--- config.mk ---
export PLATFORM = sky130hd
export DESIGN_NAME = serial_command_stream_parser
export DESIGN_NICKNAME = d
export VERILOG_FILES = /design/src/rtl/scsp_pkg.sv /design/src/rtl/scsp_cmd_parser.sv /design/src/rtl/serial_command_stream_parser.sv
export SDC_FILE = /design/constraint.sdc
export NUM_CORES = 1
export LEC_CHECK = 0
export BUFFER_PORTS_ARGS = -buffer_cell sky130_fd_sc_hd__buf_4
export CORE_MARGIN = 1.5
export CORE_UTILIZATION = 25
export CTS_CLUSTER_SIZE = 14
export DETAILED_ROUTE_END_ITERATION = 12
export SETUP_SLACK_MARGIN = 0.1
export SLEW_MARGIN = 10
export SYNTH_ARGS = -nofsm -noshare
export SYNTH_HDL_FRONTEND = slang
export SYNTH_SLANG_ARGS = --single-unit
--- constraint.sdc ---
create_clock -name i_clk -period 3.2 [get_ports i_clk]
set_clock_uncertainty 0.15 [all_clocks]
set_input_delay 0.96 -clock i_clk [delete_from_list [all_inputs] [get_ports i_clk]]
set_output_delay 0.96 -clock i_clk [all_outputs]
set_load 0.01 [all_outputs]
--- src/rtl/scsp_pkg.sv ---
// ----------------------------------------------------------------------------
// Serial command stream parser - package
// Constants, character codes and shared types.
// ----------------------------------------------------------------------------
package scsp_pkg;

    localparam int IP_MAX_CHARS = 15;
    localparam int IP_CNT_W     = $clog2(IP_MAX_CHARS + 1);
    localparam int IP_LEN_W     = 4;
    localparam int CMD_VAL_W    = 16;
    localparam int PIN_W        = 16;

    localparam logic [15:0] PIN_RESET = 16'h7891;

    localparam logic REG_PIN_CODE = 1'b0;

    localparam logic KIND_BYTE  = 1'b0;
    localparam logic KIND_START = 1'b1;

    localparam logic [1:0] ACT_NONE     = 2'd0;
    localparam logic [1:0] ACT_MUX      = 2'd1;
    localparam logic [1:0] ACT_SERVER   = 2'd2;
    localparam logic [1:0] ACT_COMPLETE = 2'd3;

    localparam logic [7:0] CH_CARET = 8'h5E;
    localparam logic [7:0] CH_ZERO  = 8'h30;
    localparam logic [7:0] CH_NINE  = 8'h39;
    localparam logic [7:0] CH_CR    = 8'h0D;
    localparam logic [7:0] CH_LF    = 8'h0A;
    localparam logic [7:0] CH_I     = 8'h49;
    localparam logic [7:0] CH_P     = 8'h50;
    localparam logic [7:0] CH_COMMA = 8'h2C;
    localparam logic [7:0] CH_QUOTE = 8'h22;
    localparam logic [7:0] CH_O     = 8'h4F;
    localparam logic [7:0] CH_K     = 8'h4B;

    typedef logic [IP_CNT_W-1:0] t_ip_cnt;
    typedef logic [IP_LEN_W-1:0] t_ip_len;

    typedef struct packed {
        logic                 done;
        logic [7:0]           letter;
        logic [CMD_VAL_W-1:0] value;
    } t_cmd_result;

    // F B R L W K I E A D S X G
    function automatic logic is_cmd_letter(input logic [7:0] c);
        return c inside {8'h46, 8'h42, 8'h52, 8'h4C, 8'h57, 8'h4B, 8'h49,
                         8'h45, 8'h41, 8'h44, 8'h53, 8'h58, 8'h47};
    endfunction

endpackage

--- src/rtl/scsp_cmd_parser.sv ---
// ----------------------------------------------------------------------------
// Command parser
// Caret, four PIN digits, command letter, decimal value mod 2^16.
// ----------------------------------------------------------------------------
module scsp_cmd_parser (
    input  logic                      i_clk,
    input  logic                      i_rst_n,
    input  logic                      i_en,
    input  logic [7:0]                i_byte,
    input  logic [scsp_pkg::PIN_W-1:0] i_pin_code,
    output scsp_pkg::t_cmd_result     o_result
);

    typedef enum logic [2:0] {
        CMD_HUNT,
        CMD_PIN0,
        CMD_PIN1,
        CMD_PIN2,
        CMD_PIN3,
        CMD_LETTER,
        CMD_VALUE
    } t_cmd_phase;

    t_cmd_phase                      r_phase, n_phase;
    logic [7:0]                      r_letter, n_letter;
    logic [scsp_pkg::CMD_VAL_W-1:0]  r_value, n_value;
    logic [3:0]                      pin_nib;
    logic                            pin_ok;
    logic                            is_digit;
    logic                            is_term;

    always_comb begin
        case (r_phase)
            CMD_PIN0: pin_nib = i_pin_code[15:12];
            CMD_PIN1: pin_nib = i_pin_code[11:8];
            CMD_PIN2: pin_nib = i_pin_code[7:4];
            CMD_PIN3: pin_nib = i_pin_code[3:0];
            default:  pin_nib = 4'h0;
        endcase
    end

    assign pin_ok   = (pin_nib <= 4'd9) && (i_byte == {4'h3, pin_nib});
    assign is_digit = (i_byte >= scsp_pkg::CH_ZERO) && (i_byte <= scsp_pkg::CH_NINE);
    assign is_term  = (i_byte == scsp_pkg::CH_CR) || (i_byte == scsp_pkg::CH_LF) ||
                      (i_byte == scsp_pkg::CH_CARET);

    always_comb begin
        n_phase  = r_phase;
        n_letter = r_letter;
        n_value  = r_value;
        o_result = '0;
        case (r_phase)
            CMD_HUNT: begin
                if (i_byte == scsp_pkg::CH_CARET) n_phase = CMD_PIN0;
            end
            CMD_PIN0: n_phase = pin_ok ? CMD_PIN1   : CMD_HUNT;
            CMD_PIN1: n_phase = pin_ok ? CMD_PIN2   : CMD_HUNT;
            CMD_PIN2: n_phase = pin_ok ? CMD_PIN3   : CMD_HUNT;
            CMD_PIN3: n_phase = pin_ok ? CMD_LETTER : CMD_HUNT;
            CMD_LETTER: begin
                if (scsp_pkg::is_cmd_letter(i_byte)) begin
                    n_letter = i_byte;
                    n_value  = '0;
                    n_phase  = CMD_VALUE;
                end else begin
                    n_phase = CMD_HUNT;
                end
            end
            CMD_VALUE: begin
                if (is_digit) begin
                    // x*10 = x*8 + x*2
                    n_value = (r_value << 3) + (r_value << 1) +
                              {8'h00, i_byte - scsp_pkg::CH_ZERO};
                end else if (is_term) begin
                    o_result.done   = 1'b1;
                    o_result.letter = r_letter;
                    o_result.value  = r_value;
                    // caret terminator opens the next command
                    n_phase = (i_byte == scsp_pkg::CH_CARET) ? CMD_PIN0 : CMD_HUNT;
                end else begin
                    n_phase = CMD_HUNT;
                end
            end
            default: n_phase = CMD_HUNT;
        endcase
    end

    always_ff @(posedge i_clk) begin
        if (!i_rst_n) begin
            r_phase  <= CMD_HUNT;
            r_letter <= '0;
            r_value  <= '0;
        end else if (i_en) begin
            r_phase  <= n_phase;
            r_letter <= n_letter;
            r_value  <= n_value;
        end
    end

endmodule

--- src/rtl/serial_command_stream_parser.sv ---
// ----------------------------------------------------------------------------
// Serial command stream parser - top level
// Address capture, command parser and OK/startup sequencer on one byte stream.
//
//  channel   dir  tdata                       tuser
//  s_axis    in   rx_byte                     kind
//  m_axis    out  ip_char..startup_action     ip_char_valid, ip_done, cmd_done
//  apb       in   pin_code at 0x0             -
//
//  One item per cycle sustained while the output is not stalled. Path: input
//  register, then parse logic into the output register. All three parsers
//  update in the cycle a byte item moves there; a start item only restarts
//  the startup sequence. A stalled output holds; the input register still
//  takes one more item. Synchronous active-low reset returns all parsers to
//  searching and the PIN register to 0x7891.
// ----------------------------------------------------------------------------
module serial_command_stream_parser (
    input  logic        i_clk,
    input  logic        i_rst_n,
    // stream in
    input  logic        s_axis_tvalid,
    output logic        s_axis_tready,
    input  logic [7:0]  s_axis_tdata,   // [7:0] rx_byte
    input  logic [0:0]  s_axis_tuser,   // [0] kind
    // stream out
    output logic        m_axis_tvalid,
    input  logic        m_axis_tready,
    output logic [39:0] m_axis_tdata,   // [7:0] ip_char, [11:8] ip_length,
                                        // [19:12] cmd_letter, [35:20] cmd_value,
                                        // [37:36] startup_action, [39:38] zero
    output logic [2:0]  m_axis_tuser,   // [0] ip_char_valid, [1] ip_done, [2] cmd_done
    // configuration
    input  logic        psel,
    input  logic        penable,
    input  logic        pwrite,
    input  logic [2:0]  paddr,
    input  logic [31:0] pwdata,
    output logic [31:0] prdata,
    output logic        pready
);

    typedef enum logic [2:0] {
        IP_HUNT,
        IP_GOT_I,
        IP_GOT_P,
        IP_GOT_COMMA,
        IP_CAPTURE
    } t_ip_phase;

    typedef enum logic [1:0] {
        STEP_IDLE,
        STEP_ONE,
        STEP_TWO,
        STEP_THREE
    } t_step;

    logic                          r_in_vld;
    logic                          r_in_kind;
    logic [7:0]                    r_in_byte;
    logic                          r_out_vld;
    logic [39:0]                   r_out_data;
    logic [2:0]                    r_out_user;
    logic [scsp_pkg::PIN_W-1:0]    r_pin_code;

    t_ip_phase                     r_ip_phase, n_ip_phase;
    scsp_pkg::t_ip_cnt             r_ip_count, n_ip_count;
    logic                          r_o_seen, n_o_seen;
    t_step                         r_step, n_step;

    logic                          advance;
    logic                          byte_en;
    logic                          cfg_wr;
    logic                          ip_char_valid;
    logic [7:0]                    ip_char;
    logic                          ip_done;
    scsp_pkg::t_ip_len             ip_length;
    logic [1:0]                    action;
    scsp_pkg::t_cmd_result         cmd_res;
    logic [39:0]                   n_out_data;
    logic [2:0]                    n_out_user;

    assign advance       = r_in_vld && (!r_out_vld || m_axis_tready);
    assign s_axis_tready = !r_in_vld || !r_out_vld || m_axis_tready;
    assign byte_en       = advance && (r_in_kind == scsp_pkg::KIND_BYTE);

    assign pready = 1'b1;
    assign cfg_wr = psel && penable && pwrite && (paddr[2] == scsp_pkg::REG_PIN_CODE);
    assign prdata = (paddr[2] == scsp_pkg::REG_PIN_CODE) ? {16'h0000, r_pin_code} : 32'h0;

    scsp_cmd_parser u_cmd (
        .i_clk      (i_clk),
        .i_rst_n    (i_rst_n),
        .i_en       (byte_en),
        .i_byte     (r_in_byte),
        .i_pin_code (r_pin_code),
        .o_result   (cmd_res)
    );

    // address parser
    always_comb begin
        n_ip_phase    = IP_HUNT;
        n_ip_count    = r_ip_count;
        ip_char_valid = 1'b0;
        ip_char       = 8'h00;
        ip_done       = 1'b0;
        ip_length     = '0;
        case (r_ip_phase)
            IP_HUNT: begin
                if (r_in_byte == scsp_pkg::CH_I) n_ip_phase = IP_GOT_I;
            end
            IP_GOT_I: begin
                if (r_in_byte == scsp_pkg::CH_P) n_ip_phase = IP_GOT_P;
            end
            IP_GOT_P: begin
                if (r_in_byte == scsp_pkg::CH_COMMA) n_ip_phase = IP_GOT_COMMA;
            end
            IP_GOT_COMMA: begin
                if (r_in_byte == scsp_pkg::CH_QUOTE) begin
                    n_ip_phase = IP_CAPTURE;
                    n_ip_count = '0;
                end
            end
            IP_CAPTURE: begin
                n_ip_phase = IP_CAPTURE;
                if (r_in_byte == scsp_pkg::CH_QUOTE) begin
                    ip_done    = 1'b1;
                    ip_length  = scsp_pkg::t_ip_len'(r_ip_count);
                    n_ip_phase = IP_HUNT;
                end else if (r_ip_count < scsp_pkg::IP_CNT_W'(scsp_pkg::IP_MAX_CHARS)) begin
                    ip_char_valid = 1'b1;
                    ip_char       = r_in_byte;
                    n_ip_count    = r_ip_count + 1'b1;
                end
            end
            default: n_ip_phase = IP_HUNT;
        endcase
    end

    // OK detector and startup sequence
    always_comb begin
        n_o_seen = r_o_seen;
        n_step   = r_step;
        action   = scsp_pkg::ACT_NONE;
        if (!r_o_seen && r_in_byte == scsp_pkg::CH_O) begin
            n_o_seen = 1'b1;
        end else if (r_o_seen && r_in_byte == scsp_pkg::CH_K) begin
            n_o_seen = 1'b0;
            case (r_step)
                STEP_ONE: begin
                    action = scsp_pkg::ACT_MUX;
                    n_step = STEP_TWO;
                end
                STEP_TWO: begin
                    action = scsp_pkg::ACT_SERVER;
                    n_step = STEP_THREE;
                end
                STEP_THREE: begin
                    action = scsp_pkg::ACT_COMPLETE;
                    n_step = STEP_IDLE;
                end
                default: n_step = r_step;
            endcase
        end else if (r_in_byte != scsp_pkg::CH_O) begin
            n_o_seen = 1'b0;
        end
    end

    always_comb begin
        if (r_in_kind == scsp_pkg::KIND_START) begin
            n_out_data = '0;
            n_out_user = '0;
        end else begin
            n_out_data = {2'b00, action, cmd_res.value, cmd_res.letter, ip_length, ip_char};
            n_out_user = {cmd_res.done, ip_done, ip_char_valid};
        end
    end

    always_ff @(posedge i_clk) begin
        if (!i_rst_n) begin
            r_in_vld   <= 1'b0;
            r_out_vld  <= 1'b0;
            r_pin_code <= scsp_pkg::PIN_RESET;
            r_ip_phase <= IP_HUNT;
            r_ip_count <= '0;
            r_o_seen   <= 1'b0;
            r_step     <= STEP_IDLE;
        end else begin
            if (cfg_wr) r_pin_code <= pwdata[15:0];

            if (s_axis_tvalid && s_axis_tready) r_in_vld <= 1'b1;
            else if (advance)                   r_in_vld <= 1'b0;

            if (advance)            r_out_vld <= 1'b1;
            else if (m_axis_tready) r_out_vld <= 1'b0;

            if (advance) begin
                if (r_in_kind == scsp_pkg::KIND_START) begin
                    r_step <= STEP_ONE;
                end else begin
                    r_ip_phase <= n_ip_phase;
                    r_ip_count <= n_ip_count;
                    r_o_seen   <= n_o_seen;
                    r_step     <= n_step;
                end
            end
        end
    end

    always_ff @(posedge i_clk) begin
        if (s_axis_tvalid && s_axis_tready) begin
            r_in_kind <= s_axis_tuser[0];
            r_in_byte <= s_axis_tdata;
        end
        if (advance) begin
            r_out_data <= n_out_data;
            r_out_user <= n_out_user;
        end
    end

    assign m_axis_tvalid = r_out_vld;
    assign m_axis_tdata  = r_out_data;
    assign m_axis_tuser  = r_out_user;

endmodule

# Word-level counts from Yosys, hierarchy flattened

Cells that the tools add are included.

Output and inout port bits: 78
Input bits: 51
Logic and storage cells: 161
Register bits after elaboration: 107

Mux-type cells: 40
Bitwise gates (word level): 8
Equality and inequality tests: 43
Add/subtract/negate cells: 4
Reduce and logical (&&, ||, !) cells: 42
Magnitude comparators: 4

Operator list:

| operator           | number |
|---|---|
| $eq 8x7->1 const B | 16 |
| $mux 16            | 3 |
| $pmux 16 s2        | 1 |
| $mux 25            | 1 |
| $mux 3             | 8 |
| $pmux 3 s7         | 1 |
| $add 16x16->16     | 1 |
| $add 16x8->16      | 1 |
| $eq 8x4->1 const B | 2 |
| $eq 8x6->1 const B | 2 |
| $pmux 4 s4         | 1 |
| $pmux 3 s5         | 1 |
| $mux 2             | 7 |
| $reduce_bool 13->1 | 1 |
| $eq 3x2->1 const B | 4 |
| $eq 3x3->1 const B | 4 |
| $mux 4             | 3 |
| $pmux 2 s3         | 2 |
| $reduce_or 3->1    | 4 |
| $mux 1             | 11 |
| $logic_and 1x1->1  | 10 |
| $ne 2x2->1 const B | 5 |
| $reduce_bool 2->1  | 5 |
| $reduce_and 3->1   | 3 |
| 24 further kinds   | 44 |

# Depth between registers and ports, before layout

Depth in word-level cells: 6
Depth in mapped cells: 12
Mapped depth without buffers: 12

# Cells and area by module

From an unflattened synthesis, not the netlist that was laid out.

Cells, all modules: 605
Area total of the unflattened synthesis: 6,000.8 um^2

By module, submodules not included:

| module                       | seq. area each (um^2) | area each (um^2) | times used | cells an instance |
|---|---|---|---|---|
| serial_command_stream_parser | 2,062.0               | 3,427.0          | 1          | 309 |
| scsp_cmd_parser              | 540.5                 | 2,573.7          | 1          | 296 |

# Least setup slack after synthesis

Ideal clock, no wire load.

Path type: reg2reg
Start point: reg r_in_byte[4]
End point: reg u_cmd.r_value[12] in the netlist's numbering
Data required time: 2.922 ns
Setup slack: 0.139 ns
Period minus slack after synthesis: 3.061 ns
Cell stages (with the launch flop): 13
Data arrival time: 2.783 ns
Path buffers: 0
Library setup time: 0.128 ns
Path through: edfxtp_1 inv_1 ha_1 inv_1 fa_1 inv_1 ha_1 o21a_1 o31a_1 or3_1 a41oi_1 xor2_1 o21ai_1

Cells in the longest elaborated chain, start to end: 4
Elaborated cells between the ends (all ways): 24
Classes of those cells: add/sub (2); order compare (2); eq/ne (15); mux (2); reduce/logical (3)

Ends and longest elaborated chain:

| element                                         | line                                | source |
|---|---|---|
| start, declared                                 | serial_command_stream_parser.sv:59  | `logic [7:0] r_in_byte;` |
| start signal, assigned                          | serial_command_stream_parser.sv:212 | `r_in_byte <= s_axis_tdata;` |
| $sub 8x6->8 (tied with other cells)             | scsp_cmd_parser.sv:73               | `{8'h00, i_byte - scsp_pkg::CH_ZERO};` |
| $add 16x8->16 (tied with other cells)           | scsp_cmd_parser.sv:72               | `n_value = (r_value << 3) + (r_value << 1) +` |
| $mux 16 or $ne 2x1->1 (tied branches)           | --                                  |  |
| $pmux 16 s2 or $reduce_and 4->1 (tied branches) | --                                  |  |
| end signal, assigned                            | scsp_cmd_parser.sv:96               | `r_value <= n_value;` |
| end, declared                                   | scsp_cmd_parser.sv:26               | `logic [scsp_pkg::CMD_VAL_W-1:0] r_value, n_value;` |

Several ways; a longest one is shown, not always the timed one. The select of a mux whose other input is x is not followed.
A chain may end at the register's enable or synchronous reset.

# Final worst setup path

Start point: reg r_in_byte[5]
End point: reg u_cmd.r_value[13] in the netlist's numbering

Same word-level chain as after synthesis.

==> flow_summary_export.csv <==
group,metric,value,unit
synthesis,synth_seq_area_share,46.0,%
synthesis,muxShareOfSynthArea,1.44,%
route,route.vias.total,4547,
worst_setup_path,cp_slowest_stage_delay,0.55,ns
clocking,clock_insertion_delay_worst_skew,0.35,ns
sta,max_freq,327,MHz
power,p_leak,2.89,nW
sta,rsz_0062_raised_after_global_routing,"true",
synthesis,synth_compound_area_share,12.5,%
synthesis,synth_enable_flop_cells,50,
worst_setup_path,worst-path-max-fanout,3,
die,die_width,153,microns
worst_setup_path,cp.arrival,3.12,ns
route,avgRoutedWirePerCell,14.2,microns
synthesis,synth_adder_area_share,8.10,%
clocking,cts.root.buffer_cell,"sky130_fd_sc_hd__clkbuf_16",
die,std_cell_rows,54,
global_route,antenna_violations_before_repair,1,
job,drv.max_cap_violation_count,0,
global_route,maximum_number_of_pins_on_one_net_before_global_route_repair,30,
final_layout,n_antenna_cell,0,
clocking,clock_sinks,105,
route,drt_pass1_iterations,4,
synthesis,ys_warn_count,0,
worst_setup_path,crit_path_start_kind,"flop",
clocking,post_cts_clock_slew_at_the_launch_and_capture_registers_of_the_worst_setup_and_hold_paths,0.07,ns
placement,gp_congestion,0.860,
worst_setup_path,timing_worst_setup_path_type,"flop to flop",
sta,finalHoldViolations,0,
placement,port_buffers,91,
synthesis,synth_top_family_by_area,"simple AND/OR/NAND/NOR gates",
global_route,grt_first_pass_wirelength,21900,microns
synthesis,most_repeated_cell_in_the_gate_level_netlist_after_synthesis,"sky130_fd_sc_hd__nand2_1",
die,initial_utilization,25.7,%
die,design.portCount,129,
die,floorplan.die_area,23500,sq um
route,first_iter_violations,253,
sta,slew_viol_final,0,
worst_setup_path,reg2reg_to,"u_cmd.r_value[13]$_SDFFE_PN0P_",
placement,detailed_place.area,6670,sq um
placement,hpwl,10200,microns
synthesis,netlist_top_cells_area,"sky130_fd_sc_hd__edfxtp_1, sky130_fd_sc_hd__dfxtp_1, sky130_fd_sc_hd__ha_1, sky130_fd_sc_hd__nand2_1, sky130_fd_sc_hd__and2_1",
power,totalPowerFinal,2.91,mW
global_route,grt_pass1_vias,4266,
synthesis,synth_top_cell_area_share,26.5,%
synthesis,synth.cell_area,5660,sq um
power,power_density,406,nW/um^2
synthesis,synthSimpleGateAreaFrac,23.3,%
final_layout,final.fill_count,2315,
worst_setup_path,worstRegToRegCells,13,
sta,final_min_period,3.06,ns
synthesis,syn_area_per_cell,9.65,sq um
final_layout,drive_above_1_share,22.7,%
synthesis,synth.cells.most_frequent,"sky130_fd_sc_hd__nand2_1, sky130_fd_sc_hd__dfxtp_1, sky130_fd_sc_hd__edfxtp_1",
synthesis,syn-instance-count,586,
global_route,gr_usage_total,11.7,%
synthesis,asyncSetResetFlopFracSynth,0,%
synthesis,synth_top_cell_by_area,"sky130_fd_sc_hd__edfxtp_1",
worst_setup_path,endpoint,"u_cmd.r_value[13]$_SDFFE_PN0P_",
clocking,cts_tree,"done",
sta,setup-tns-final,0,ns
worst_setup_path,critical_r2r_launch,"r_in_byte[5]$_DFFE_PP_",
clocking,cts_buf_count,9,
route,route.detailed.vias_per_inst,4.68,
clocking,cts.htree.levels,3,
worst_setup_path,crit_path_start,"r_in_byte[5]$_DFFE_PP_",
min_path,hold_path_class,"flop to flop",
worst_setup_path,crit_path_top_delay_cell,"sky130_fd_sc_hd__fa_1",
sta,fin_crit_sh,95.5,%
worst_setup_path,setup.worst_path.end_class,"flop",
power,worst_ir_drop_on_vdd,0.246,mV
die,die_y,153,microns
die,floorplan.core_area,22000,sq um
global_route,remaining_overflow_grt,0,
worst_setup_path,worst_path_most_repeated_cell,"sky130_fd_sc_hd__inv_2",
route,drt_drc_violations_left,0,
sta,worst_slew_margin,37.6,%
final_layout,area_growth_syn_to_layout,26.6,%
route,ant_nets,0,
clocking,cts_max_path_buffers,2,
final_layout,layout.cell_area.non_filler,7160,sq um
worst_setup_path,required,3.27,ns
synthesis,synth-seq-cells,105,
sta,fin_worst_hold_slack,0.296,ns
final_layout,finalNetCount,770,
route,route.final.wire_length,13800,microns
worst_setup_path,path_cells,"inv_2, ha_4, inv_2, fa_1, inv_2, ha_4, buf_6, nand4_1, a2111oi_4, buf_4, nor3_2, xor2_1, o21ai_1",
worst_setup_path,worst-r2r-setup-slack,0.14,ns
synthesis,post_synth_num_cell_types,67,
sta,max_slew.worst_pin.slew,0.933,ns
status,status,"complete, no violations",
sta,timing.final.setup_violations,0,
synthesis,synth_flop_cell,"sky130_fd_sc_hd__dfxtp_1",
synthesis,synth_xor_area_share,2.63,%
[cell families (layout without fill, tap and decap cells)]
kind of cell    Yosys count  after routing
other cells               2             19
fa+ha+maj                33             33
buf+inv                  69            157
xor+xnor                 17             17
compound gates          108            108
simple gates            244            244
flops                   105            105
mux                       8              8
[registers in the layout (all words and copies together) (netlist names)]
| name | count |
|---|---|
| r_o_seen | 1 |
| m_axis_tvalid | 1 |
| r_step | 2 |
| r_pin_code | 16 |
| u_cmd.r_phase | 3 |
| r_in_byte | 8 |
| u_cmd.r_letter | 8 |
| r_in_kind | 1 |
| r_ip_count | 4 |
| u_cmd.r_value | 16 |
| m_axis_tdata | 38 |
| r_in_vld | 1 |
| m_axis_tuser | 3 |
| r_ip_phase | 3 |
[area by class of cell]
type                    instances  area [sq um]  share of cell area [%]
clock buffers                  15           319                    4.46
well taps                     280           350                    4.89
multi-input cells             429          2900                    40.6
repair buffers                116           882                    12.3
clock inverters                 1          8.76                   0.122
inverters                      25          93.8                    1.31
flip-flops and latches        105          2600                    36.3
[per-stage QoR]
| step | worst slack [ns] | std cells | utilization (%) |
|---|---|---|---|
| finish | 0.145 | 971 | 32.5 |
| global placement | -0.0382 | 951 | 30.3 |
| floorplan | 0.139 | 603 | - |
| detailed placement | 0.0241 | 951 | 30.3 |
| global route | 0.0141 | 971 | 32.5 |
| CTS | 0.105 | 967 | 31.9 |
[layer usage]
layer	up-vias	share of wire (%)	global-route usage, %
li1	2249	-	-
met1	2162	47	15.0
met2	115	47	19.5
met3	19	4.5	2.10
met4	2	1.6	4.95
met5	-	0.11	0
[cell usage in the layout (no fill, tap or decap), types with 4 or more instances in the layout]
cell type                   count
sky130_fd_sc_hd__conb_1        19
sky130_fd_sc_hd__buf_4        113
sky130_fd_sc_hd__nor3_1         7
sky130_fd_sc_hd__a31oi_1        4
sky130_fd_sc_hd__ha_1          22
sky130_fd_sc_hd__dfxtp_1       55
sky130_fd_sc_hd__nor2b_1       27
sky130_fd_sc_hd__a21oi_1       27
sky130_fd_sc_hd__mux2i_1        7
sky130_fd_sc_hd__fa_1           6
sky130_fd_sc_hd__edfxtp_1      50
sky130_fd_sc_hd__and3_1         6
sky130_fd_sc_hd__o21ai_1       22
sky130_fd_sc_hd__o21ai_0       11
sky130_fd_sc_hd__xnor2_1        4
sky130_fd_sc_hd__xor2_1        13
sky130_fd_sc_hd__nor2_1        27
sky130_fd_sc_hd__nor3b_1        5
sky130_fd_sc_hd__and2_1        33
sky130_fd_sc_hd__nand2_1       66
sky130_fd_sc_hd__a21o_1         6
sky130_fd_sc_hd__nand3_1       19
sky130_fd_sc_hd__nand4_1       11
sky130_fd_sc_hd__nor4_1        10
sky130_fd_sc_hd__nand2b_1       8
sky130_fd_sc_hd__clkbuf_16     12
sky130_fd_sc_hd__inv_2          4
sky130_fd_sc_hd__ha_4           4
sky130_fd_sc_hd__inv_1         21
[timing repair]
action	4_1_cts	5_1_grt
pin swaps	1	12
gates cloned	0	0
gates resized for setup	5	21
endpoints found under the setup margin	3	7
hold buffers	0	0
setup buffers	0	4
[worst max-delay path, delay by kind of cell (launching register included)]
kind            cells  cell delay (ns)
compound gates      2             0.42
simple gates        2             0.20
buf+inv             5             0.44
xor+xnor            1             0.17
flops               1             0.45
fa+ha+maj           3             1.09
[power by group]
group          internal (mW)  leakage, nW  switching (mW)  total, mW
logic                  0.122         1.82           0.145      0.267
registers               1.44        0.905          0.0232       1.47
clock network          0.691        0.163           0.482       1.17
[worst min-delay path by stage]
stage,from,endpoint,slack (ns),cells after the start
after floorplan,u_cmd.r_value[15]$_SDFFE_PN0P_,u_cmd.r_value[15]$_SDFFE_PN0P_,0.26,2
after global placement,u_cmd.r_value[4]$_SDFFE_PN0P_,u_cmd.r_value[4]$_SDFFE_PN0P_,0.29,2
after detailed placement,u_cmd.r_value[15]$_SDFFE_PN0P_,u_cmd.r_value[15]$_SDFFE_PN0P_,0.29,2
after CTS,u_cmd.r_value[15]$_SDFFE_PN0P_,u_cmd.r_value[15]$_SDFFE_PN0P_,0.30,2
after global routing,u_cmd.r_value[4]$_SDFFE_PN0P_,u_cmd.r_value[4]$_SDFFE_PN0P_,0.32,2
final,u_cmd.r_value[15]$_SDFFE_PN0P_,u_cmd.r_value[15]$_SDFFE_PN0P_,0.30,2
Note: power is estimated with default switching activity, not from simulation.
